==> config.mk <==
export PLATFORM = sky130hd
export DESIGN_NAME = ocr_div_cell
export DESIGN_NICKNAME = d
export VERILOG_FILES = /design/src/ocr_div_cell.sv
export SDC_FILE = /design/constraint.sdc
export NUM_CORES = 1
export LEC_CHECK = 0
export ABC_AREA = 1
export ABC_CLOCK_PERIOD_IN_PS = 3100
export BUFFER_PORTS_ARGS = -buffer_cell sky130_fd_sc_hd__buf_4
export CORE_AREA = 4 4 248 250
export CTS_CLUSTER_DIAMETER = 50
export DETAILED_ROUTE_END_ITERATION = 10
export DIE_AREA = 0 0 252 254
export GPL_ROUTABILITY_DRIVEN = 0
export MAX_ROUTING_LAYER = met4
export PLACE_DENSITY = 0.69
export REMOVE_ABC_BUFFERS = 1
export SYNTH_ARGS = -nofsm -noshare
export SYNTH_HDL_FRONTEND = slang
export SYNTH_SLANG_ARGS = --single-unit
==> constraint.sdc <==
create_clock -name clk -period 3.1 [get_ports clk]
set_clock_uncertainty 0.2 [all_clocks]
set_input_delay 0.465 -clock clk [delete_from_list [all_inputs] [get_ports clk]]
set_output_delay 0.465 -clock clk [all_outputs]
set_load 0.05 [all_outputs]
==> src/ocr_div_cell.sv <==
module ocr_div_cell #(
  parameter int BIT = 0
) (
  input  logic             clk,
  input  logic             en,
  input  logic [31:0]      den_in,
  input  logic [2:0][63:0] rem_in,
  input  logic [2:0][30:0] quo_in,
  output logic [31:0]      den_out,
  output logic [2:0][63:0] rem_out,
  output logic [2:0][30:0] quo_out
);

  logic [63:0]      dsh;
  logic [2:0][63:0] rem_nx;
  logic [2:0][30:0] quo_nx;

  assign dsh = 64'(den_in) << BIT;

  always_comb begin
    for (int i = 0; i < 3; i++) begin
      quo_nx[i] = quo_in[i];
      if (rem_in[i] >= dsh) begin
        rem_nx[i] = rem_in[i] - dsh;
        quo_nx[i][BIT] = 1'b1;
      end else begin
        rem_nx[i] = rem_in[i];
      end
    end
  end

  always_ff @(posedge clk) begin
    if (en) begin
      den_out <= den_in;
      rem_out <= rem_nx;
      quo_out <= quo_nx;
    end
  end

endmodule

==> impl_results.md <==
* Die Footprint at 0.06401 mm^2
* Final min period at 3.076 ns
* Worst VDD drop at 0.5110 mV
* Fill count at 5,254
* Design area at 0.03489 mm^2
* DRT Wirelength at 105.0 mm
* Finished Core Util at 0.5912
* Worst Path Required at 3.20 ns
* Post-synthesis sequential area ratio at 0.4032
* Post-synthesis mux area share at 0
* Final Cycle Share at 0.9923
* Multi-input logic area at 0.01220 mm^2
* Finished Layout Cells at 5,178
* Area Growth Syn to Fin at 47.79%
* Initial core utilization at 0.4000
* Vias in the first global route at 25,540
* Worst-path clk slew at 0.06 ns
* CTS tree: done
* Grt total ovfl at 0
* RSZ-0062 raised after global routing: yes
* Hpwl dp at 85.47 mm
* Worst slew margin at 0.6010
* Adder-Cell Fraction of Synth Area at 0.05342
* CP startpoint kind: input port
* Max-cap viol count at 0
* Storage cell area at 0.009519 mm^2
* Residual DRC count at 0
* Final Hold Slack at 0.01949 ns
* Commonest non-fill, non-tap cell in the layout: nand2_1
* Compound-Gate Fraction of Synth Area at 0.07563
* Synthesized area at 0.02361 mm^2
* Largest net degree at the start of global routing at 65
* Finish-stage setup viols at 0
* Xor/xnor share of the synthesized area at 0.02857
* Die width at 252 um
* Leak pwr at 16.50 nW
* Simple-gate portion of the synthesized area at 0.3448
* Power Total at 16.32 mW
* DR vias at 26,550
* Most used DFF post-synth: edfxtp_1
* Post-synth EDFFs at 317
* Initial antenna violation count at 10
* YS warnings at 0
* First-pass GRT wire length at 150.2 mm
* Hold Vio Cnt, Final at 0
* Combinational family with the most area after synthesis: simple AND/OR/NAND/NOR gates
* Max-slew violations at 0
* Outcome: complete, no violations
* Sink Count at 317
* Mapped Cells at 3,297
* Setup WS post-layout at 0.02391 ns
* Top-level I/O count at 636
* Synthesized flop and latch total at 317
* Fraction of layout cells with a size suffix above 1 at 0.2616
* H-tree Lvls at 2
* P per Cell Area at 467.9 mW/mm^2
* Most used cells in the layout excluding fill and tap cells: nand2_1 (1,199), buf_4 (815), inv_1 (494)
* Vias/cell at 5.128
* Final setup TNS at 0 ns
* Ys async rst share at 0
* Placed Area at 0.03085 mm^2
* # rows at 89
* Mean post-synth cell area at 7.161 um^2
* CP Max Fanout at 35
* Max Root-Sink Buffers at 3
* Port Buf Inserts at 635
* CTS Buf Count at 45
* Worst-margin pin slew at 0.5923 ns
* Dpl ws at 0.006174 ns
* Die extent in y at 254 um
* Count of different cell masters after synthesis at 41
* Worst endpoint data arrival time at 3.17 ns
* DRT Pass-1 Iters at 6
* Hold crit path type: in -> reg
* Fmax at 325.1 MHz
* Crit path kind: in -> reg
* Gr usage total at 0.3187
* Worst Setup End Kind: flop
* CTS root buffer: clkbuf_16
* ANT nets after route at 0
* Core area at 0.05902 mm^2
* Placed insts at 4,873
* Final nets at 4,778
* Initial DRC Count at 2,335
* Avg WL per Cell at 20.28 um
==> report_power, final <==
group | switching (mW) | total, mW | internal (mW) | leakage [nW]
sequential | 0.191 | 5.48 | 5.28 | 3.10
clock | 2.10 | 5.07 | 2.97 | 0.714
combinational | 3.80 | 5.78 | 1.98 | 12.7
==> state kept, by name, summed over array words and instances (netlist names) <==
register and cells:
quo_out 93, rem_out 192, den_out 32
==> cell usage after synthesis (2+ instances only) <==
library cell  instances  area [um^2]
a21o_1                3        22.52
a21oi_1              98        490.5
a21oi_2              61        534.3
and2_1                4        25.02
and3_1                3        18.77
and3b_1               3        26.28
buf_12                2        40.04
buf_2                21        105.1
buf_6                10        112.6
clkinv_1              2        7.510
edfxtp_1            317         9519
fa_1                  3        60.06
ha_1                 96         1201
inv_1               501         1881
inv_2                17        63.81
nand2_1            1215         4561
nand2_2              28        175.2
nand3_1             187        935.9
nand3_2               2        20.02
nand3b_1             13        97.59
nand4_1              56        350.3
nor2_1              348         1306
nor2_2               14        87.58
nor2_4                6        67.56
nor3_1               58        290.3
nor3b_1               4        30.03
nor4_1                5        31.28
o21a_1                2        15.01
o21ai_0              79        395.4
o21ai_1               9        45.04
o21ai_2              23        201.4
o21bai_1              9        67.56
or2_2                14        87.58
or3_1                 2        12.51
xnor2_1              62        543.0
xor2_1               15        131.4
==> cell type report <==
class | instances | area share
timing repair buffer | 1051 | 0.2506
antenna | 12 | 0.0008606
multi-input combinational | 2425 | 0.3496
inverter | 520 | 0.05666
tap | 773 | 0.02772
sequential | 317 | 0.2728
clock inverter | 30 | 0.008893
clock buffer | 50 | 0.03281
==> cells by family (layout without fill, tap and decap cells) <==
kind of cell | Yosys count | in the layout
and+or+nand+nor | 1963 | 1963
buffers and inverters | 555 | 1651
DFF | 317 | 317
AOI/OAI and AO/OA | 286 | 286
adders and majority gates | 99 | 99
xor gates and xnor gates | 77 | 77
other | 0 | 12
==> critical path, cell delays in order <==
cell and delay, ns:
dlygate4sd3_1 0.55, buf_4 0.14, inv_1 0.29, buf_12 0.16
ha_1 0.27, a21oi_1 0.22, o21a_1 0.17, nand2_1 0.07
nor2_1 0.16, nand3_2 0.12, inv_2 0.20, buf_12 0.22
o21ai_0 0.13
==> routing by layer <==
| metal | global-route usage | share of wire |
|---|---|---|
| met1 | 0.3511 | 0.36 |
| met2 | 0.5338 | 0.48 |
| met3 | 0.06550 | 0.088 |
| met4 | 0.1922 | 0.075 |
| met5 | - | 0 |
==> what timing repair did <==
item,4_1_cts,5_1_grt
endpoints found under the hold margin,207,0
setup endpoints to repair,0,161
gates resized for setup,0,78
setup buffers,0,5
hold buffers,207,0
==> worst paths after layout <==
path       start                    end  slack (ns)  depth (start not counted)
max   den_in[31]   rem_out[6]$_DFFE_PP_        0.02                         13
min   rem_in[69]  rem_out[69]$_DFFE_PP_        0.02                          3
Power figures use the tool's default switching activity.
