`config.mk`:
```
export PLATFORM = sky130hd
export DESIGN_NAME = ocr_cordic_cell
export DESIGN_NICKNAME = d
export VERILOG_FILES = /design/src/ocr_pkg.sv /design/src/ocr_cordic_cell.sv
export SDC_FILE = /design/constraint.sdc
export NUM_CORES = 1
export LEC_CHECK = 0
export BUFFER_PORTS_ARGS = -buffer_cell sky130_fd_sc_hd__buf_2
export CAP_MARGIN = 25
export CORE_UTILIZATION = 62
export CTS_BUF_LIST = sky130_fd_sc_hd__clkbuf_8 sky130_fd_sc_hd__clkbuf_16
export CTS_CLUSTER_SIZE = 8
export DETAILED_ROUTE_END_ITERATION = 6
export PLACE_DENSITY = 0.89
export SYNTH_ARGS = -nofsm -noshare
export SYNTH_HDL_FRONTEND = slang
export SYNTH_SLANG_ARGS = --single-unit
export TNS_END_PERCENT = 50
```
`constraint.sdc`:
```
create_clock -name clk -period 5.69 [get_ports clk]
set_input_delay 0.2845 -clock clk [delete_from_list [all_inputs] [get_ports clk]]
set_output_delay 0.2845 -clock clk [all_outputs]
set_load 0.01 [all_outputs]
```
`src/ocr_pkg.sv`:
```
package ocr_pkg;

  localparam int CORDIC_STAGES_DEF = 16;
  localparam int FRAC_BITS_DEF = 16;

  // CORDIC datapath width, Q2.30 with headroom.
  localparam int CW = 34;
  // Width used for saturation to 32 bits.
  localparam int SATW = 80;

  localparam logic signed [CW-1:0] KINV_Q30 = 34'sd652032874;
  localparam logic signed [25:0] DEG2RAD_Q30 = 26'sd18740330;

  typedef struct packed {
    logic              req_type;
    logic signed [31:0] angle_deg;
    logic signed [31:0] eye_x;
    logic signed [31:0] eye_y;
    logic signed [31:0] eye_z;
    logic signed [31:0] up_x;
    logic signed [31:0] up_y;
    logic signed [31:0] up_z;
  } req_t;

  typedef struct packed {
    logic signed [31:0] new_eye_x;
    logic signed [31:0] new_eye_y;
    logic signed [31:0] new_eye_z;
    logic signed [31:0] new_up_x;
    logic signed [31:0] new_up_y;
    logic signed [31:0] new_up_z;
    logic              degenerate_axis;
  } res_t;

  function automatic logic signed [CW-1:0] atan_q30(input int idx);
    logic signed [CW-1:0] r;
    case (idx)
      0:  r = 34'sd843314857;
      1:  r = 34'sd497837829;
      2:  r = 34'sd263043837;
      3:  r = 34'sd133525159;
      4:  r = 34'sd67021687;
      5:  r = 34'sd33543516;
      6:  r = 34'sd16775851;
      7:  r = 34'sd8388437;
      8:  r = 34'sd4194283;
      9:  r = 34'sd2097149;
      10: r = 34'sd1048576;
      11: r = 34'sd524288;
      12: r = 34'sd262144;
      13: r = 34'sd131072;
      14: r = 34'sd65536;
      15: r = 34'sd32768;
      16: r = 34'sd16384;
      17: r = 34'sd8192;
      18: r = 34'sd4096;
      19: r = 34'sd2048;
      20: r = 34'sd1024;
      21: r = 34'sd512;
      22: r = 34'sd256;
      23: r = 34'sd128;
      24: r = 34'sd64;
      25: r = 34'sd32;
      26: r = 34'sd16;
      27: r = 34'sd8;
      28: r = 34'sd4;
      29: r = 34'sd2;
      30: r = 34'sd1;
      default: r = 34'sd0;
    endcase
    return r;
  endfunction

  function automatic logic signed [31:0] sat32(input logic signed [SATW-1:0] v);
    logic signed [31:0] r;
    if (v > 80'sd2147483647) begin
      r = 32'sh7fffffff;
    end else if (v < -80'sd2147483648) begin
      r = 32'sh80000000;
    end else begin
      r = v[31:0];
    end
    return r;
  endfunction

endpackage

```
`src/ocr_cordic_cell.sv`:
```
module ocr_cordic_cell #(
  parameter int STAGE = 0
) (
  input  logic                          clk,
  input  logic                          en,
  input  logic signed [ocr_pkg::CW-1:0] x_in,
  input  logic signed [ocr_pkg::CW-1:0] y_in,
  input  logic signed [ocr_pkg::CW-1:0] z_in,
  output logic signed [ocr_pkg::CW-1:0] x_out,
  output logic signed [ocr_pkg::CW-1:0] y_out,
  output logic signed [ocr_pkg::CW-1:0] z_out
);

  localparam logic signed [ocr_pkg::CW-1:0] ATAN = ocr_pkg::atan_q30(STAGE);

  logic signed [ocr_pkg::CW-1:0] dx;
  logic signed [ocr_pkg::CW-1:0] dy;

  assign dx = y_in >>> STAGE;
  assign dy = x_in >>> STAGE;

  always_ff @(posedge clk) begin
    if (en) begin
      if (!z_in[ocr_pkg::CW-1]) begin
        x_out <= x_in - dx;
        y_out <= y_in + dy;
        z_out <= z_in - ATAN;
      end else begin
        x_out <= x_in + dx;
        y_out <= y_in - dy;
        z_out <= z_in + ATAN;
      end
    end
  end

endmodule

```
==> results by group <==
Outcome
  – Status: finished clean

Clock network
  – CTS clk-pin slew, worst paths: 80 ps
  – Max Buffers Root-to-Sink: 2
  – Clock root buffer: clkbuf_16
  – Clk sinks: 101
  – Clock tree from TritonCTS: built
  – # Post-CTS Setup Buffers: 0
  – H-tree depth: 3
  – CTS Hold Buffers Added: 0
  – Post-CTS resize count: 0
  – Number of CTS-inserted buffers: 9

Synthesis
  – Top post-synthesis cells by area: edfxtp_1 (30%), ha_1 (16%), a21oi_1 (7.2%)
  – Combinational family with the most area after synthesis: compound AO/OA/AOI/OAI gates
  – Synth Area in Simple Gates: 13.2%
  – Post-synth top area share: a little under 30%
  – Post-Synth Adder-Cell Area: 16.9%
  – Mapped Nets: 1425
  – Synth Area in Compound Gates: 24.4%
  – Async SR Flop Fraction: 0%
  – Synth cell types: 73
  – XOR/XNOR Fraction of Synth Area: 7.83%
  – Synth Warn #: 0
  – Area leader, netlist: edfxtp_1
  – Post-synth top flop: edfxtp_1
  – Synth Cell Area: 10200 um2
  – Number of synthesized register bits: about 100
  – Syn Area/Cell: around 8.6 um2
  – Synth Instances: 1186
  – Post-synthesis sequential area ratio: 29.8%
  – EDFF count, synth: 101
  – Mux share of post-synthesis cell area: 1.98%

Route
  – DRT iter0 DRCs: 923
  – Wl on met1: ~11000 um
  – Vias per cell: between 6 and 7
  – DRC viols: 0
  – Met2 WL post-DR: 13400 um
  – Routed wire length: 28400 um
  – Pre-antenna DRT Iters: 7
  – Top routing layer in use: met5
  – DR vias: approximately 9700
  – Post-DRT Antenna Nets: 0
  – Detailed route wirelength on metal3: 2330 um
  – WL/cell: 17.9 um

Global route
  – Number of global-route vias before repair: slightly above 9000
  – Global-route wire length before repair: 44300 um
  – Initial antenna violation count: 1
  – Largest net degree at the start of global routing: between 70 and 80
  – Global-route usage over all layers: between 30% and 40%
  – Overflow after GRT: 0

Timing
  – Endpoints failing setup: 0
  – Final min period: between 3000 and 4000 ps
  – Final Hold Violating Endpoints: 0
  – Final period util: around 58%
  – Slew HR: about half
  – Worst-Margin Slew: 745 ps
  – RSZ-0062 raised after global routing: false
  – Slew Limit Fails: 0
  – Hold slack: 241 ps
  – Setup TNS Final: 0 ps
  – Achievable frequency: 0.305 GHz

Placed design
  – Buffers added on ports: 205
  – Post-DP HPWL: 22000 um
  – Gpl congestion: 1.04

Worst setup path
  – Arrival time worst endpoint: 3390 ps
  – Crit path required time: 5800 ps
  – Crit path max fanout: 30
  – Crit start category: input port
  – Crit Path Category: input port to flip-flop
  – CP startpoint: z_in[33]
  – Critical Path End Type: flip-flop

Finish
  – Antenna cells: 0
  – Fin nets: ~1600
  – P&R area growth vs syn: 14.2%
  – Final core utilization: 72.9%
  – Layout cells sized above 1: 17.8%

Power
  – Worst IR Drop VDD: 159 uV
  – Power Dens Cells: approximately 240 nW/um2
  – Overall power: around 0.0028 W
  – Leakage: 5.27 nW

Floorplan
  – Chip height: 130 um
  – Rows: between 40 and 50
  – IO Pins: 206
  – DIE WIDTH: 130 um
  – Initial core utilization: 63.9%
  – Core Area: 15900 um2
  – Die area: 16900 um2

Min path
  – Hold Crit Class: input port to flip-flop
  – WHS Path Cells: 2
  – WHS Endpoint: z_out[0]
  – Hold path startpoint: z_in[0]

Job
  – Max_cap viols: 0
==> cells in the final DEF (no fill, tap or decap), types with 4 or more instances in the layout <==
| master | Yosys | final |
|---|---|---|
| nor2b_1 | 12 | 12 |
| o21ai_0 | 89 | 89 |
| clkbuf_16 | 0 | 9 |
| o21bai_1 | 25 | 25 |
| or3_1 | 6 | 6 |
| o21ai_1 | 7 | 7 |
| nand3_1 | 21 | 21 |
| edfxtp_1 | 101 | 101 |
| ha_1 | 131 | 131 |
| mux2i_1 | 19 | 19 |
| nor4_1 | 8 | 8 |
| inv_1 | 105 | 106 |
| a21o_1 | 27 | 27 |
| o221ai_1 | 11 | 11 |
| nor2_1 | 94 | 94 |
| and2_1 | 7 | 7 |
| buf_2 | 8 | 203 |
| a211oi_1 | 11 | 11 |
| buf_4 | 2 | 6 |
| fa_1 | 4 | 4 |
| a31oi_1 | 11 | 11 |
| o31ai_1 | 7 | 7 |
| nor3_1 | 20 | 20 |
| nand4_1 | 10 | 10 |
| nand2b_1 | 12 | 12 |
| a211o_1 | 5 | 5 |
| a21oi_1 | 147 | 147 |
| o211ai_1 | 6 | 6 |
| xor2_1 | 18 | 18 |
| xnor2_1 | 73 | 73 |
| nand2_1 | 78 | 78 |
| o21a_1 | 8 | 8 |
| and3_1 | 4 | 4 |
==> worst max-delay path, cell delays in order <==
cell     delay (ps)
buf_4           330
inv_2           210
ha_1            390
nor2b_1         140
o21ai_1          80
a21o_1          210
a32o_1          270
o21ai_1         210
a22o_1          240
a211o_1         210
nand2_1         110
or3_1           350
a221o_1         370
==> synth_stat cells (10+ instances only) <==
cell and count:
nor2b_1 12, nand2b_1 12, edfxtp_1 101, buf_1 14, o21ai_0 89, nor2_1 94
nand4_1 10, nand2_1 78, ha_1 131, xor2_1 18, xnor2_1 73, o21bai_1 25
a31oi_1 11, a211oi_1 11, mux2i_1 19, a21oi_1 147, inv_1 105, o221ai_1 11
clkbuf_1 23, nor3_1 20, nand3_1 21, a21o_1 27
==> through the flow <==
stage	instances	setup WS, ps	instance area [um2]
floorplan	1186	2220	10200
global placement	1564	2190	11300
detailed placement	1564	2080	11300
CTS	1580	2450	11600
global route	1580	2250	11600
finish	1580	2410	11600
==> worst max path at each step <==
stage                endpoint  slack, ps  cells after the start
global route        z_out[32]       2250                     13
finish              z_out[32]       2410                     13
floorplan           z_out[33]       2220                     13
detailed placement  z_out[32]       2080                     13
global placement    z_out[32]       2190                     13
CTS                 z_out[32]       2450                     13
==> cell type report <==
class	count	area [um2]
Tap cell	216	270
Clock buffer	9	225
Fill cell	1244	4320
Sequential cell	101	3030
Timing Repair Buffer	209	1060
Inverter	108	405
Clock inverter	7	81.3
Multi-Input combinational cell	930	6550
==> sequential cells by signal, indices dropped and copies added (netlist names) <==
signal	count
x_out	34
z_out	34
y_out	33
==> kinds of logic after synthesis <==
kind of cell               after synthesis
adders and majority gates              135
xor gates and xnor gates                91
AOI/OAI and AO/OA                      396
DFF                                    101
buffers and inverters                  155
muxes                                   20
and+or+nand+nor                        288
==> metal layers <==
metal	track usage (%)	up-vias
met2	56.9	554
met4	16.5	2
met1	41.3	4447
met3	5.37	115
met5	0	-
li1	-	4612
==> report_power, final <==
group	switching [W]	leakage (nW)	internal (W)	total, W
clock network	0.000305	0.151	0.000349	0.000653
registers	0.0000346	0.989	0.000990	0.00102
logic	0.000671	4.13	0.000431	0.00110
Note: power is estimated with default switching activity, not from simulation.
