[src/ocr_norm_cell.sv]
module ocr_norm_cell #(
  parameter int VW = 49,
  parameter bit LEFT = 1'b0
) (
  input  logic                clk,
  input  logic                en,
  input  logic [2:0][VW-1:0]  v_in,
  output logic [2:0][VW-1:0]  v_out
);

  localparam logic signed [VW-1:0] HI = VW'(64'sd1 <<< 30);
  localparam logic signed [VW-1:0] LO = VW'(64'sd1 <<< 29);

  logic                big;
  logic                small_all;
  logic [2:0][VW-1:0]  v_nx;

  // A right cell halves the vector while any magnitude reaches 2^30; a left
  // cell doubles it while every magnitude stays below 2^29.
  always_comb begin
    big = 1'b0;
    small_all = 1'b1;
    for (int i = 0; i < 3; i++) begin
      if ($signed(v_in[i]) >= HI || $signed(v_in[i]) <= -HI) begin
        big = 1'b1;
      end
      if (!($signed(v_in[i]) < LO && $signed(v_in[i]) > -LO)) begin
        small_all = 1'b0;
      end
    end
    for (int i = 0; i < 3; i++) begin
      if (LEFT) begin
        v_nx[i] = small_all ? (v_in[i] << 1) : v_in[i];
      end else begin
        v_nx[i] = big ? VW'($signed(v_in[i]) >>> 1) : v_in[i];
      end
    end
  end

  always_ff @(posedge clk) begin
    if (en) begin
      v_out <= v_nx;
    end
  end

endmodule

[config.mk]
export PLATFORM = sky130hd
export DESIGN_NAME = ocr_norm_cell
export DESIGN_NICKNAME = d
export VERILOG_FILES = /design/src/ocr_norm_cell.sv
export SDC_FILE = /design/constraint.sdc
export NUM_CORES = 1
export LEC_CHECK = 0
export BUFFER_PORTS_ARGS = -buffer_cell sky130_fd_sc_hd__clkbuf_2
export CORE_AREA = 2 2 118 120
export CTS_BUF_LIST = sky130_fd_sc_hd__clkbuf_8
export DETAILED_ROUTE_END_ITERATION = 16
export DIE_AREA = 0 0 120 122
export HOLD_SLACK_MARGIN = 0.03
export PLACE_DENSITY = 0.8
export SYNTH_ARGS = -nofsm -noshare
export SYNTH_HDL_FRONTEND = slang
export SYNTH_SLANG_ARGS = --single-unit
[constraint.sdc]
create_clock -name clk -period 2.77 [get_ports clk]
set_input_delay 0.4155 -clock clk [delete_from_list [all_inputs] [get_ports clk]]
set_output_delay 0.4155 -clock clk [all_outputs]
set_load 0.005 [all_outputs]
==> impl_metrics.csv, run 1 <==
group,metric,value,unit
floorplanning,die_w,120,um
power_and_ir_drop,power,4.87,mW
finish,area_growth,30.6,%
finish,final_area,8190,sq um
route,drt-total-wl,15600,um
finish,diodes,0,
route,dr.first_iter.drc_count,273,
place,gp_congestion,0.912,
synth,synth_fp_nets,523,
timing,setup_tns,0,ps
synth,synth-compound-area-share,0.00239,
critical_path,worstPathMaxFanout,31,
critical_path,cp.arrival,2470,ps
grt,grt_pass1_wl,22500,um
timing,fin_crit,2280,ps
floorplanning,coreArea,13500,sq um
synth,synthSimpleGateAreaFrac,0.0716,
place,placement.io_buffers,295,
route,vias_per_cell,5.24,
place,placed_cell_area,7790,sq um
finish,drive_gt1_frac,0.634,
clock_tree,clock_sinks,147,
synth,netlist_area,6270,sq um
floorplanning,io_pins,296,
flow_run,cap_violations,0,
place,pre_cts_slack,-76.1,ps
timing,hold_viol,0,
synth,ys_types,18,
finish,largest_reg_flops,147,
synth,ys_seq_area_frac,0.704,
synth,yosys_register_bits,147,
route,drcViolationCount,0,
synth,synth_top_family_by_area,"multiplexers",
grt,grt_max_degree,62,
power_and_ir_drop,max-vdd-ir-drop,334,uV
timing,rsz0062_at_grt,"false",
finish,final.fill_count,1069,
timing,setup_viol,0,
timing,fmax,438,MHz
route,ant_nets,0,
synth,syn_avg_cell_area,16.8,sq um
synth,synth.mux.area_fraction,0.174,
finish,top_register,"v_out",
route,dr.pass1.iters,4,
grt,grt_pass1_vias,4307,
timing,fin_crit_sh,0.824,
finish,layout.nets,784,
clock_tree,cts_buffers,17,
floorplanning,rows,43,
timing,maxSlewViolCount,0,
floorplanning,die_area,14600,sq um
synth,synth_cells,374,
floorplanning,start_util,0.464,
run_status,status,"complete, no violations",
timing,fin_hold_ws,184,ps
place,hpwl,11800,um
route,vias,4337,
power_and_ir_drop,p_per_area,595,nW/um^2
synth,yosysWarnings,0,
critical_path,critPathKind,"input port to flip-flop",
timing,maxSlewHeadroom,0.606,
critical_path,worstSetupEndpointType,"flip-flop",
finish,fin_cells,828,
clock_tree,cts_setup_buffers,0,
critical_path,required,2950,ps
synth,synth-adder-area-share,0,
clock_tree,cts_resized,0,
timing,worst_pin_slew,591,ps
finish,utilization,0.606,
clock_tree,cts_buffer_depth,2,
worst_hold_path,hp-class,"input port to flip-flop",
grt,grt_use_total,0.205,
synth,synthXorXnorAreaFrac,0,
finish,layout_commonest_cell,"clkbuf_2",
place,dp_cells,796,
clock_tree,htreeDepth,4,
synth,synth.top_cell.area_share,0.704,
route,wl_per_cell,18.8,um
power_and_ir_drop,leakagePower,3.44,nW
grt,antenna_found_initial,0,
floorplanning,die_y,122,um
critical_path,cp-start-kind,"input port",
clock_tree,tritoncts,"done",
clock_tree,root_buffer,"clkbuf_8",
clock_tree,hold_buffers,0,
clock_tree,path_clk_slew,80,ps
synth,yosysTopAreaCell,"edfxtp_1",
finish,largest_registers,"v_out: 147 flops",
grt,grt-ovfl-total,0,
finish,final_cell_mix,"294 x clkbuf_2, 147 x edfxtp_1, 60 x mux2_2, 34 x nor4_1, 18 x nand4_1",
timing,setup_slack,488,ps
synth,synth_area_leaders,"edfxtp_1 70%, mux2_2 11%, mux2_4 3.6%, nor4_1 3.4%, clkbuf_1 3.2%",
## cells by family after synthesis
kind of cell,Yosys count
flip-flops,147
AND/OR/NAND/NOR,70
multiplexers,92
AO/OA/AOI/OAI,2
buffers and inverters,63
## worst max-delay path, stage by stage
cell,delay (ps)
clkbuf_2,100
nor4_1,480
buf_4,190
nand3_1,80
nor4_1,230
o22a_2,210
nand4_4,100
buf_4,290
mux2_1,350
## cell type report
class                   instances  area (sq um)  share of cell area
flip-flops and latches        147          4410               0.539
clock inverters                15           166              0.0203
well taps                     180           225              0.0275
repair buffers                305          1600               0.195
clock buffers                  17           234              0.0286
multi-input cells             164          1550               0.190
## path summary, 6_finish.rpt
check / startpoint / endpoint / slack [ps] / cells after the start
setup / recovery: v_in[45] / v_out[29] / 490 / 9
hold / removal: v_in[43] / v_out[42] / 180 / 1
## metal layers
layer | track usage | vias to the layer above | wire length (um)
met4 | 0.0706 | 0 | 315
met2 | 0.365 | 221 | 8190
met5 | 0 | - | 0
met3 | 0.0791 | 31 | 1290
met1 | 0.224 | 2100 | 5800
li1 | - | 1985 | -
## Yosys cell counts
| cell | instances |
|---|---|
| and4_1 | 2 |
| buf_6 | 9 |
| clkbuf_1 | 54 |
| edfxtp_1 | 147 |
| mux2_1 | 15 |
| mux2_2 | 60 |
| mux2_4 | 15 |
| mux2i_1 | 2 |
| nand3_1 | 4 |
| nand4_1 | 18 |
| nand4_4 | 1 |
| nor2_1 | 4 |
| nor3_1 | 2 |
| nor4_1 | 34 |
| nor4b_1 | 2 |
| o21ai_1 | 1 |
| o22a_2 | 1 |
| or4_1 | 3 |
## power breakdown
| group | switching (mW) | internal, mW |
|---|---|---|
| sequential | 0.0491 | 2.64 |
| combinational | 0.260 | 0.251 |
| clock | 0.793 | 0.879 |
| total | 1.10 | 3.77 |
Note: power is estimated with default switching activity, not from simulation.
==> run 2, diff against run 1 <==
--- a/config.mk
+++ b/config.mk
@@ -6,12 +6,12 @@
 export NUM_CORES = 1
 export LEC_CHECK = 0
 export BUFFER_PORTS_ARGS = -buffer_cell sky130_fd_sc_hd__clkbuf_2
-export CORE_AREA = 2 2 118 120
+export CORE_AREA = 2 2 124 126
 export CTS_BUF_LIST = sky130_fd_sc_hd__clkbuf_8
 export DETAILED_ROUTE_END_ITERATION = 16
-export DIE_AREA = 0 0 120 122
+export DIE_AREA = 0 0 126 128
 export HOLD_SLACK_MARGIN = 0.03
-export PLACE_DENSITY = 0.8
+export PLACE_DENSITY = 0.76
 export SYNTH_ARGS = -nofsm -noshare
 export SYNTH_HDL_FRONTEND = slang
 export SYNTH_SLANG_ARGS = --single-unit
==> constraint.sdc (replaced) <==
create_clock -name clk -period 1.9 [get_ports clk]
set_input_delay 0.285 -clock clk [delete_from_list [all_inputs] [get_ports clk]]
set_output_delay 0.285 -clock clk [all_outputs]
set_load 0.005 [all_outputs]
==> impl_metrics.csv, run 2 (synthesis results as in run 1) <==
group,metric,value,unit
run_status,status,"complete, but fails checks",
run_status,violations,"setup timing",
finish,final_cell_mix,"293 x clkbuf_2, 147 x edfxtp_1, 116 x buf_4, 58 x mux2_2, 27 x mux2_4",
finish,drive_gt1_frac,0.704,
critical_path,worstSetupEndpointType,"flip-flop",
route,ant_nets,0,
power_and_ir_drop,leakagePower,4.27,nW
timing,fmax,480,MHz
route,dr.pass1.iters,4,
timing,maxSlewViolCount,0,
grt,grt-ovfl-total,0,
floorplanning,start_util,0.422,
clock_tree,tritoncts,"done",
timing,fin_crit_sh,1.10,
route,dr.first_iter.drc_count,240,
worst_hold_path,hold_depth,1,
timing,rsz0062_at_grt,"true",
clock_tree,clock_sinks,147,
floorplanning,die_area,16100,sq um
power_and_ir_drop,intPower,5.65,mW
route,wl_per_cell,18.8,um
finish,layout_commonest_cell,"clkbuf_2",
timing,maxSlewHeadroom,0.767,
power_and_ir_drop,max-vdd-ir-drop,480,uV
route,vias,4934,
clock_tree,htreeDepth,4,
place,gp_congestion,0.906,
critical_path,endpoint,"v_out[1]",
finish,largest_registers,"v_out: 147 flops",
clock_tree,cts_buffer_depth,2,
route,vias_per_cell,5.07,
flow_run,cap_violations,0,
finish,layout.nets,922,
timing,setup_viol,90,
route,drt-total-wl,18300,um
floorplanning,rows,45,
floorplanning,io_pins,296,
critical_path,cp.arrival,2280,ps
finish,top_register,"v_out",
critical_path,cp-start-kind,"input port",
place,hpwl,13100,um
timing,fin_hold_ws,67.6,ps
grt,grt_max_degree,49,
power_and_ir_drop,p_seq_frac,0.537,
clock_tree,cts_buffers,17,
critical_path,worstPathMaxFanout,7,
finish,largest_reg_flops,147,
power_and_ir_drop,p_switching,1.67,mW
finish,area_growth,52.5,%
place,placement.io_buffers,295,
critical_path,critPathKind,"input port to flip-flop",
clock_tree,path_clk_slew,80,ps
worst_hold_path,hp-class,"input port to flip-flop",
floorplanning,die_w,126,um
grt,grt_pass1_vias,5111,
power_and_ir_drop,p_per_area,765,nW/um^2
finish,diodes,0,
finish,final.fill_count,1126,
grt,grt_use_total,0.220,
grt,antenna_found_initial,0,
critical_path,startpoint,"v_in[89]",
power_and_ir_drop,switching_share,0.228,
grt,grt_pass1_wl,27000,um
floorplanning,coreArea,14900,sq um
timing,fin_crit,2080,ps
timing,setup_slack,-184,ps
power_and_ir_drop,clkPwrFrac,0.329,
route,drcViolationCount,0,
timing,hold_viol,0,
timing,setup_tns,-12920,ps
floorplanning,die_y,128,um
critical_path,required,2100,ps
timing,worst_pin_slew,346,ps
clock_tree,root_buffer,"clkbuf_8",
power_and_ir_drop,combPwrFrac,0.134,
run 2: worst min-delay path by stage:
stage | startpoint | to
finish | v_in[93] | v_out[92]
global route | v_in[93] | v_out[92]
CTS | v_in[83] | v_out[82]
detailed placement | v_in[94] | v_out[93]
global placement | v_in[95] | v_out[94]
floorplan | v_in[146] | v_out[146]
run 2: per-stage QoR:
stage | cells | setup slack [ps] | total power, mW | cell area (sq um) | util
after detailed placement | 918 | -777 | 4.93 | 8680 | 0.584
after CTS | 969 | -168 | 7.35 | 9410 | 0.633
final | 973 | -184 | 7.32 | 9560 | 0.643
after global placement | 918 | -722 | 4.89 | 8680 | 0.584
after global routing | 973 | -215 | 7.58 | 9560 | 0.643
after floorplan | 374 | -256 | 4.18 | 6290 | -
run 2: power by group through the flow:
stage	registers [mW]	clock network (mW)	logic, mW
after global routing	3.95	2.58	1.05
after global placement	3.99	0	0.902
after detailed placement	4.00	0	0.926
after CTS	3.93	2.46	0.960
final	3.93	2.41	0.977
after floorplan	4.02	0	0.150
run 2: per-layer routing:
metal | wire (um) | part of all wire | GRT usage
met1 | 6870 | 0.38 | 0.253
met2 | 9600 | 0.52 | 0.390
met3 | 1350 | 0.074 | 0.0601
met4 | 498 | 0.027 | 0.0886
met5 | 0 | 0 | 0
run 2: area by class of cell:
cell class	count	area (sq um)	share of cell area
Timing Repair Buffer	443	2850	0.298
Sequential cell	147	4410	0.462
Clock inverter	14	145	0.0152
Multi-Input combinational cell	164	1680	0.176
Tap cell	188	235	0.0246
Clock buffer	17	234	0.0245
run 2: critical path: stages:
cell and delay [ps]:
buf_6 90, or4_4 530, nor4_4 330, buf_4 170
o22a_4 130, nand4_4 90, buf_12 180, buf_16 150
mux2_1 310
run 2: timing repair:
| item | in CTS | in global routing |
|---|---|---|
| hold buffers | 13 | 1 |
| pin swaps | 0 | 6 |
| endpoints found under the setup margin | 90 | 90 |
| hold endpoints to repair | 13 | 1 |
| gates cloned | 3 | 5 |
| setup buffers | 4 | 0 |
| gates resized for setup | 16 | 18 |
