[src/ocr_sqrt_cell.sv]
module ocr_sqrt_cell #(
  parameter int STEP = 0
) (
  input  logic        clk,
  input  logic        en,
  input  logic [63:0] n_in,
  input  logic [63:0] r_in,
  output logic [63:0] n_out,
  output logic [63:0] r_out
);

  localparam logic [63:0] BIT = 64'd1 << (62 - 2 * STEP);

  logic [63:0] t;

  assign t = r_in + BIT;

  always_ff @(posedge clk) begin
    if (en) begin
      if (n_in >= t) begin
        n_out <= n_in - t;
        r_out <= (r_in >> 1) + BIT;
      end else begin
        n_out <= n_in;
        r_out <= r_in >> 1;
      end
    end
  end

endmodule

[config.mk]
export PLATFORM = sky130hd
export DESIGN_NAME = ocr_sqrt_cell
export DESIGN_NICKNAME = d
export VERILOG_FILES = /design/src/ocr_sqrt_cell.sv
export SDC_FILE = /design/constraint.sdc
export NUM_CORES = 1
export LEC_CHECK = 0
export ABC_AREA = 1
export BUFFER_PORTS_ARGS = -buffer_cell sky130_fd_sc_hd__clkbuf_2
export CORE_MARGIN = 2
export CORE_UTILIZATION = 28
export CTS_BUF_LIST = sky130_fd_sc_hd__clkbuf_4
export CTS_CLUSTER_DIAMETER = 80
export DETAILED_ROUTE_END_ITERATION = 10
export HOLD_SLACK_MARGIN = 0.05
export PLACE_DENSITY = 0.56
export SLEW_MARGIN = 5
export SYNTH_ARGS = -nofsm -noshare
export SYNTH_HDL_FRONTEND = slang
export SYNTH_SLANG_ARGS = --single-unit
[constraint.sdc]
create_clock -name clk -period 4.7 [get_ports clk]
set_clock_uncertainty 0.2 [all_clocks]
set_input_delay 0.94 -clock clk [delete_from_list [all_inputs] [get_ports clk]]
set_output_delay 0.94 -clock clk [all_outputs]
set_load 0.02 [all_outputs]
==> results.toml, run 1 <==
[power_and_ir_drop]
peakVddDrop_v = 0.000177
switching_share = 0.413
pwr-share-seq = 0.395
fin_total_pwr_mw = 3.72
power_density_nw_per_um2 = 283
intPower_mw = 2.18
leakagePower_nw = 7.71
p_comb_frac = 0.377
p_clk_frac = 0.228
switching_power_mw = 1.54

[placement]
post-dp-hpwl_mm = 35.5
place_inst = 2479
gp_congestion = 0.901
portBuffers = 257
placed_cell_area_um2 = 12800

[job]
max_cap_viol_count = 0

[hold_path]
worstHoldPathType = "in -> reg"

[synthesis]
ys_types = 29
syn_inst = 1712
synth_area_per_cell_um2 = 6.40
ys_warn_count = 0
ys_seq_area_frac = 0.351
syn_nets = 1907
ys_ff_latch = 128
synth.cell_area_um2 = 11000

[clock_network]
h-tree-depth = 4
clockBufferDepth = 2
cts_setup_buffers = 0
cts_sinks = 128
clk_pin_slew_ns = 0.15
cts_tree = "done"
cts-resized-gates = 0
clockRootBuffer = "clkbuf_4"
cts_buffers = 17
ctsHoldBuffers = 0

[finish]
layout.nets = 2175
drive_above_1_share = 0.166
finalInstanceArea_um2 = 13100
syn2layout_area_growth_pct = 19.9
fin_cells = 2514

[timing]
setup_violations = 0
slew_headroom = 0.345
post-route-period-util = 0.679
maxSlewViolCount = 0
max_freq_mhz = 314
rsz0062_at_grt = "no"
hold_viol_final = 0
fin_crit_ns = 3.19
tightest_slew_ns = 0.982
setup_tns_ns = 0

[setup_path]
crit_top_cell = "nand2_1"
endpoint_kind = "flop"
worstPathArrival_ns = 3.51
cp_slowest_cell = "ha_1"
crit_path_start_kind = "input pin"
crit_fanout = 23
worst_path_largest_cell_delay_ns = 0.40
crit_chain = "clkbuf_2 > inv_1 > ha_1 > nand2_1 > inv_2 > nand2_1 > o21ai_1 > nand2_1 > nand2_1 > nor2_1 > nand2_4 > buf_4 > nand3_1 > nand2_1"
cp_data_required_time_ns = 5.02
path_class = "in -> reg"

[floorplanning]
top_level_ports = 258
fp.coreArea_um2 = 38600
die_y_um = 202
die_w_um = 202
die_area_um2 = 40700
rows = 72
initial_core_util = 0.284

[outcome]
status = "finished, final reports clean"

[global_routing]
grt_pass1_vias = 10600
antenna_found_initial = 2
grt_use_total = 0.205
grt_pass1_wl_mm = 62.2
grt_max_degree = 102
grt.overflow.total = 0

[detailed_routing]
vias = 10900
antenna_left = 0
drc = 0
wl_mm = 41.5
first_pass_iters = 5
wl_per_cell_um = 16.5
detail_route.vias_per_cell = 4.33
drt_iter0_markers = 723
-- worst max-delay path, delay by kind of cell --
kind | cells | cell delay (ns)
fa+ha+maj | 1 | 0.40
simple gates | 8 | 1.19
compound gates | 1 | 0.38
buf+inv | 4 | 0.60
-- path summary, 6_finish.rpt --
check | start | endpoint | slack, ns | depth (start not counted)
hold / removal | r_in[13] | r_out[12] | 0.25 | 1
setup / recovery | r_in[53] | n_out[53] | 1.51 | 14
-- power by group through the flow --
stage / clock, mW / sequential (mW) / combinational (mW)
2_1_floorplan: 0 / 1.67 / 0.720
3_3_place_gp: 0 / 1.50 / 1.40
3_5_place_dp: 0 / 1.50 / 1.41
4_1_cts: 0.890 / 1.47 / 1.41
5_1_grt: 0.921 / 1.48 / 1.56
6_report: 0.846 / 1.47 / 1.40
-- cell usage after synthesis --
library cell  instances  area [um2]
nor3_1                7        35.0
o21ai_0               7        35.0
buf_6                 3        33.8
xor2_1               30         263
inv_2                 5        18.8
edfxtp_1            128        3840
buf_4                 1        7.51
and3_1                1        6.26
buf_12                1        20.0
a21oi_2               1        8.76
nand4_1              20         125
and2_1                2        12.5
fa_1                  1        20.0
nor2_2                7        43.8
a21oi_1              43         215
o21ai_1               1        5.00
xnor2_1               2        17.5
buf_2                 8        40.0
nand2_4               2        22.5
nand2_1             762        2860
nor4_1                3        18.8
inv_1               401        1510
nand2_2               6        37.5
nand3_2              11         110
inv_4                 1        6.26
nand3_1              79         395
nor2_1              112         420
nor3_2                3        30.0
ha_1                 64         801
-- metrics by stage --
stage | util | hold slack, ns | worst slack [ns]
6_report | 0.340 | 0.248 | 1.51
4_1_cts | 0.340 | 0.159 | 1.54
5_1_grt | 0.340 | 0.162 | 1.35
3_3_place_gp | 0.332 | 0.934 | 0.776
3_5_place_dp | 0.332 | 0.935 | 0.814
2_1_floorplan | - | 0.839 | 1.58
-- cell type report --
type | instances | area [um2]
Clock buffer | 17 | 128
Fill cell | 4388 | 25500
Sequential cell | 128 | 3840
Multi-Input combinational cell | 1164 | 5480
Antenna cell | 3 | 7.51
Inverter | 407 | 1530
Clock inverter | 15 | 174
Tap cell | 518 | 648
Timing Repair Buffer | 262 | 1330
-- kinds of logic (layout without fill, tap and decap cells) --
kind of cell / count (synthesis) / count (layout) / share of synthesized area
other cells: 0 / 3 / 0
fa+ha+maj: 65 / 65 / 0.0749
compound gates: 52 / 52 / 0.0241
buf+inv: 420 / 701 / 0.149
flops: 128 / 128 / 0.351
xor+xnor: 32 / 32 / 0.0256
simple gates: 1015 / 1015 / 0.376
-- state kept, by name (all words and copies together), names as in the netlist --
signal	cells
n_out	64
r_out	64
-- cell usage in the layout (no fill, tap or decap), drive strengths merged --
cell,count
nand2,770
inv,415
clkbuf,273
edfxtp,128
nor2,119
nand3,90
ha,64
a21oi,44
xor2,30
nand4,20
nor3,10
o21ai,8
buf,6
diode,3
nor4,3
clkinv,3
xnor2,2
and2,2
bufinv,2
clkinvlp,2
and3,1
fa,1
-- per-layer routing --
layer | wire, um | track usage | up-vias
met4 | 397 | 0.0454 | 0
met2 | 18500 | 0.331 | 276
met1 | 20600 | 0.290 | 4889
li1 | - | - | 5697
met3 | 1960 | 0.0303 | 22
met5 | 0 | 0 | -
(Power assumes the default switching activity.)
==> run 2, diff against run 1 <==
Settings changed: ABC_AREA 1 to 0, PLACE_DENSITY 0.56 to 0.58.
Clock period 4.7 ns to 3.2 ns, I/O delays scaled along.
==> run 2 against run 1 <==
Cell count decreased by 27%. Die area decreased by 21%. Critical path depth increased by 2. Highest routed layer unchanged.
==> results.toml, run 2 <==
[timing]
post-route-period-util = 0.996
setup_violations = 0
fin_crit_ns = 3.19
maxSlewViolCount = 0
tightest_slew_ns = 0.415
rsz0062_at_grt = "yes"
fin_ws_ns = 0.0141
slew_headroom = 0.720
hold_viol_final = 0
max_freq_mhz = 314

[placement]
place_inst = 1738
placed_cell_area_um2 = 12200
portBuffers = 257
place_ws_ns = -0.929
post-dp-hpwl_mm = 21.9
gp_congestion = 0.864

[setup_path]
path_class = "in -> reg"
crit_fanout = 4
cp_data_required_time_ns = 3.37
worstPathArrival_ns = 3.35
endpoint_kind = "flop"
crit_path_start_kind = "input pin"

[floorplanning]
die_w_um = 179
top_level_ports = 258
die_y_um = 179
rows = 64
fp.coreArea_um2 = 30400
initial_core_util = 0.283
die_area_um2 = 32200

[clock_network]
clk_pin_slew_ns = 0.14
cts_sinks = 128
h-tree-depth = 4
cts_buffers = 17
clockRootBuffer = "clkbuf_4"
cts_tree = "done"
clockBufferDepth = 2

[detailed_routing]
drt_iter0_markers = 392
wl_per_cell_um = 15.3
vias = 8634
drc = 0
detail_route.vias_per_cell = 4.68
wl_mm = 28.2
antenna_left = 0
first_pass_iters = 5

[hold_path]
min_to = "r_out[15]"
worstHoldStart = "r_in[16]"
hold_path_depth = 1
worstHoldPathType = "in -> reg"

[synthesis]
syn_inst = 885
ys_ff_latch = 128
yosys.area.top_type = "edfxtp_1"
synth_edf_count = 128
yosysTopAreaCellShare = 0.446
ys_types = 58
synth_area_leaders = "edfxtp_1, ha_1, a21oi_1, a21o_1, xnor2_1"
synth_most_common_cell = "edfxtp_1"
async_reset_ff_frac = 0
synth_commonest_cells = "edfxtp_1, a21oi_1, nor2_1"
ys_warn_count = 0
ys_seq_area_frac = 0.446
syn_nets = 1080
synth.cell_area_um2 = 8610
synth-main-ff-cell = "edfxtp_1"
synth_area_per_cell_um2 = 9.73

[power_and_ir_drop]
p_comb_frac = 0.397
p_clk_frac = 0.231
switching_share = 0.341
intPower_mw = 3.81
switching_power_mw = 1.97
leakagePower_nw = 6.47
pwr-share-seq = 0.371
power_density_nw_per_um2 = 421
peakVddDrop_v = 0.000208
fin_total_pwr_mw = 5.78

[finish]
layout.nets = 1628
fin_cells = 1845
reg.largest.list = "n_out (64), r_out (64)"
final_common_cell = "clkbuf_2"
finalInstanceArea_um2 = 13700
fin_util = 0.451
drive_above_1_share = 0.442
syn2layout_area_growth_pct = 59.4
mostFrequentLayoutCells = "clkbuf_2, buf_4, edfxtp_1"

[global_routing]
grt_pass1_wl_mm = 43.4
grt_max_degree = 58
grt.overflow.total = 0
grt_pass1_vias = 8542
grt_use_total = 0.172
antenna_found_initial = 3

[job]
max_cap_viol_count = 0

[outcome]
status = "finished, final reports clean"
[run 2: cell count changes in the layout (fill, tap and decap cells not counted), moves of 16 or more]
cell / previous run / this run
nand3_1: 79 / 10
a21oi_1: 43 / 100
buf_4: 5 / 242
inv_1: 401 / 71
xnor2_1: 2 / 35
a21o_1: 0 / 49
dlygate4sd3_1: 0 / 57
ha_1: 64 / 46
nand2_1: 762 / 51
ha_4: 0 / 16
nor2_1: 112 / 78
o21ai_0: 7 / 29
[run 2: through the flow]
stage | setup TNS, ns | hold slack (ns)
global placement | -41.83 | 0.633
CTS | -0.173 | 0.0562
detailed placement | -42.52 | 0.634
floorplan | -11.37 | 0.539
finish | 0 | 0.102
global route | -0.605 | 0.0659
[run 2: repair_timing]
item / CTS / global route
cloned: 0 / 2
pin swaps: 13 / 36
setup endpoints to repair: 39 / 66
gates resized for setup: 21 / 68
setup buffers: 6 / 9
hold endpoints to repair: 57 / 0
hold buffers: 57 / 0
[run 2: worst max-delay path by stage]
stage               startpoint   endpoint  slack, ns  depth (start not counted)
floorplan             r_in[16]  n_out[60]      -0.24                         12
global placement       r_in[3]  n_out[49]      -0.94                         15
detailed placement     r_in[8]  n_out[49]      -0.93                         15
CTS                    n_in[0]  n_out[60]      -0.09                         15
global route           n_in[3]  n_out[62]      -0.08                         16
finish                 r_in[3]  n_out[58]       0.01                         16
[run 2: power by group through the flow]
stage | registers [mW] | clock network [mW] | logic (mW)
final | 2.15 | 1.34 | 2.30
after global routing | 2.17 | 1.44 | 2.51
after CTS | 2.15 | 1.38 | 2.19
after detailed placement | 2.19 | 0 | 2.08
after global placement | 2.19 | 0 | 2.07
after floorplan | 2.44 | 0 | 0.901
[run 2: worst max-delay path, cell delays in order]
cell and delay [ns]:
buf_8 0.10, inv_4 0.05, ha_4 0.20, o211ai_1 0.31, a21oi_4 0.07, o41ai_4 0.42
buf_4 0.18, nand4bb_1 0.13, and4_4 0.21, o21bai_1 0.13, buf_4 0.14, o21bai_1 0.06
buf_4 0.17, a31oi_2 0.16, xnor2_1 0.10, mux2_4 0.27
[run 2: layout make-up]
| type | count | area, um2 |
|---|---|---|
| fill | 2969 | 16700 |
| multi-input combinational | 642 | 4840 |
| timing repair buffer | 566 | 3910 |
| sequential | 128 | 3840 |
| tap | 396 | 495 |
| inverter | 78 | 308 |
| clock inverter | 14 | 190 |
| clock buffer | 18 | 135 |
| antenna | 3 | 7.51 |
[run 2: kinds of logic (layout without fill, tap and decap cells)]
kind of cell	count (synthesis)	after routing	share of synthesized area
compound gates	272	272	0.198
simple gates	234	234	0.132
flops	128	128	0.446
buf+inv	115	676	0.0519
fa+ha+maj	65	65	0.0953
xor+xnor	56	56	0.0570
mux	15	15	0.0195
other cells	0	3	0
[run 2: metal layers]
layer,wire (um),track usage,up-vias
met2,13700,0.289,207
li1,-,-,4334
met1,12700,0.224,4064
met3,1290,0.0300,29
met4,535,0.0581,0
met5,0,0,-
==> run 3, diff against run 2 <==
Settings changed: CORE_UTILIZATION 28 to 33, PLACE_DENSITY 0.58 to 0.64.
==> run 3 against run 2 <==
Highest routed layer unchanged. Clock-buffer cell count did not move. Sequential power barely moved. Critical endpoint is now n_out[60]. The flow now finishes with violations (setup timing). Cell area fell by 0.74%.
==> results.toml, run 3 (synthesized netlist as in run 2, its figures left out) <==
[outcome]
status = "complete, but fails checks"
violations = "setup timing"

[setup_path]
crit_family = "compound AO/OA/AOI/OAI gates"
worstPathArrival_ns = 3.34
crit_chain = "buf_8 > inv_4 > ha_4 > buf_6 > nand2_4 > o211ai_1 > o2111ai_2 > buf_4 > a41o_1 > nor3_2 > o21ai_2 > o41ai_4 > buf_4 > or4b_4 > a21oi_2 > nor3_2"
crit_path_start_kind = "input pin"
endpoint_kind = "flop"
cp.buffers_inverters = 5
path_class = "in -> reg"
worst_path_largest_cell_delay_ns = 0.46
crit_fanout = 4
cp_slowest_cell = "or4b_4"
cp_data_required_time_ns = 3.33

[finish]
final_common_cell = "clkbuf_2"
reg.largest.list = "n_out (64), r_out (64)"
layout.nets = 1632
syn2layout_area_growth_pct = 58.3
drive_above_1_share = 0.444
mostFrequentLayoutCells = "clkbuf_2, buf_4, edfxtp_1"
fin_util = 0.527

[timing]
post-route-period-util = 1.00
setup_tns_ns = -0.0577
max_freq_mhz = 311
hold_viol_final = 0
maxSlewViolCount = 0
slew_headroom = 0.600
fin_crit_ns = 3.22
fin_ws_ns = -0.0160
tightest_slew_ns = 0.600
rsz0062_at_grt = "yes"
setup_violations = 12

[global_routing]
antenna_found_initial = 1
grt.overflow.total = 0
grt_max_degree = 55
grt_pass1_wl_mm = 42.2
grt_pass1_vias = 8438
grt_use_total = 0.197

[power_and_ir_drop]
fin_total_pwr_mw = 5.79
intPower_mw = 3.80
p_comb_frac = 0.398
switching_power_mw = 1.99
switching_share = 0.344
peakVddDrop_v = 0.000199
power_density_nw_per_um2 = 425
p_clk_frac = 0.232
leakagePower_nw = 6.50
pwr-share-seq = 0.370

[clock_network]
h-tree-depth = 4
cts_buffers = 17
cts_sinks = 128
clk_pin_slew_ns = 0.13
cts_tree = "done"
clockRootBuffer = "clkbuf_4"
clockBufferDepth = 2

[detailed_routing]
first_pass_iters = 5
detail_route.vias_per_cell = 4.87
vias = 8703
drc = 0
wl_per_cell_um = 15.8
drt_iter0_markers = 535
antenna_left = 0
wl_mm = 28.2

[job]
max_cap_viol_count = 0

[floorplanning]
top_level_ports = 258
die_w_um = 166
rows = 59
die_area_um2 = 27400
fp.coreArea_um2 = 25800
initial_core_util = 0.333
die_y_um = 166

[placement]
gp_congestion = 0.924
post-dp-hpwl_mm = 20.8
place_ws_ns = -0.927
portBuffers = 257

[hold_path]
min_to = "r_out[19]"
hold_path_depth = 1
worstHoldPathType = "in -> reg"
worstHoldStart = "r_in[20]"
run 3: changes by cell type in the layout (fill, tap and decap cells not counted), sizes merged:
cell / previous run / this run
clkinv: 8 / 7
clkbuf: 274 / 273
buf: 253 / 263
dlygate4sd3: 57 / 52
inv: 79 / 80
diode: 3 / 1
run 3: power by group through the flow:
stage	clock (mW)	combinational (mW)	sequential, mW
after floorplan	0	0.901	2.44
after global placement	0	2.04	2.18
after detailed placement	0	2.06	2.19
after CTS	1.38	2.22	2.15
after global routing	1.42	2.51	2.17
final	1.34	2.30	2.15
run 3: how the worst max path moves through the flow:
stage                     startpoint        end  slack [ns]  depth (start not counted)
after floorplan             r_in[16]  n_out[60]       -0.24                         12
after global placement       r_in[8]  n_out[59]       -0.89                         14
after detailed placement     r_in[8]  n_out[59]       -0.93                         14
after CTS                   r_in[15]  n_out[60]       -0.06                         15
after global routing        r_in[15]  n_out[60]       -0.16                         16
final                       r_in[15]  n_out[60]       -0.02                         16
run 3: cell type report:
cell class	count	area, um2
flip-flops and latches	128	3840
clock inverters	14	189
diodes	1	2.50
multi-input cells	642	4790
well taps	335	419
repair buffers	570	3940
inverters	78	308
fillers	2405	12200
clock buffers	18	135
run 3: per-stage QoR:
stage / std cells / hold WS (ns) / cell area (um2)
after global placement: 1681 / 0.634 / 12100
after floorplan: 885 / 0.539 / 8760
final: 1786 / 0.107 / 13600
after detailed placement: 1681 / 0.635 / 12100
after CTS: 1777 / 0.0507 / 13300
after global routing: 1786 / 0.0562 / 13600
run 3: routing by layer:
layer / share of wire / vias up / GRT usage
met2: 0.48 / 262 / 0.326
met3: 0.060 / 38 / 0.0372
met1: 0.44 / 4066 / 0.261
li1: - / 4337 / -
met4: 0.020 / 0 / 0.0607
met5: 0 / - / 0
run 3: what timing repair did:
action,in CTS,in global routing
pin swaps,16,26
hold buffers,52,0
gates cloned,2,1
hold endpoints to repair,52,0
gates resized for setup,28,64
buffers inserted,10,9
endpoints found under the setup margin,54,66
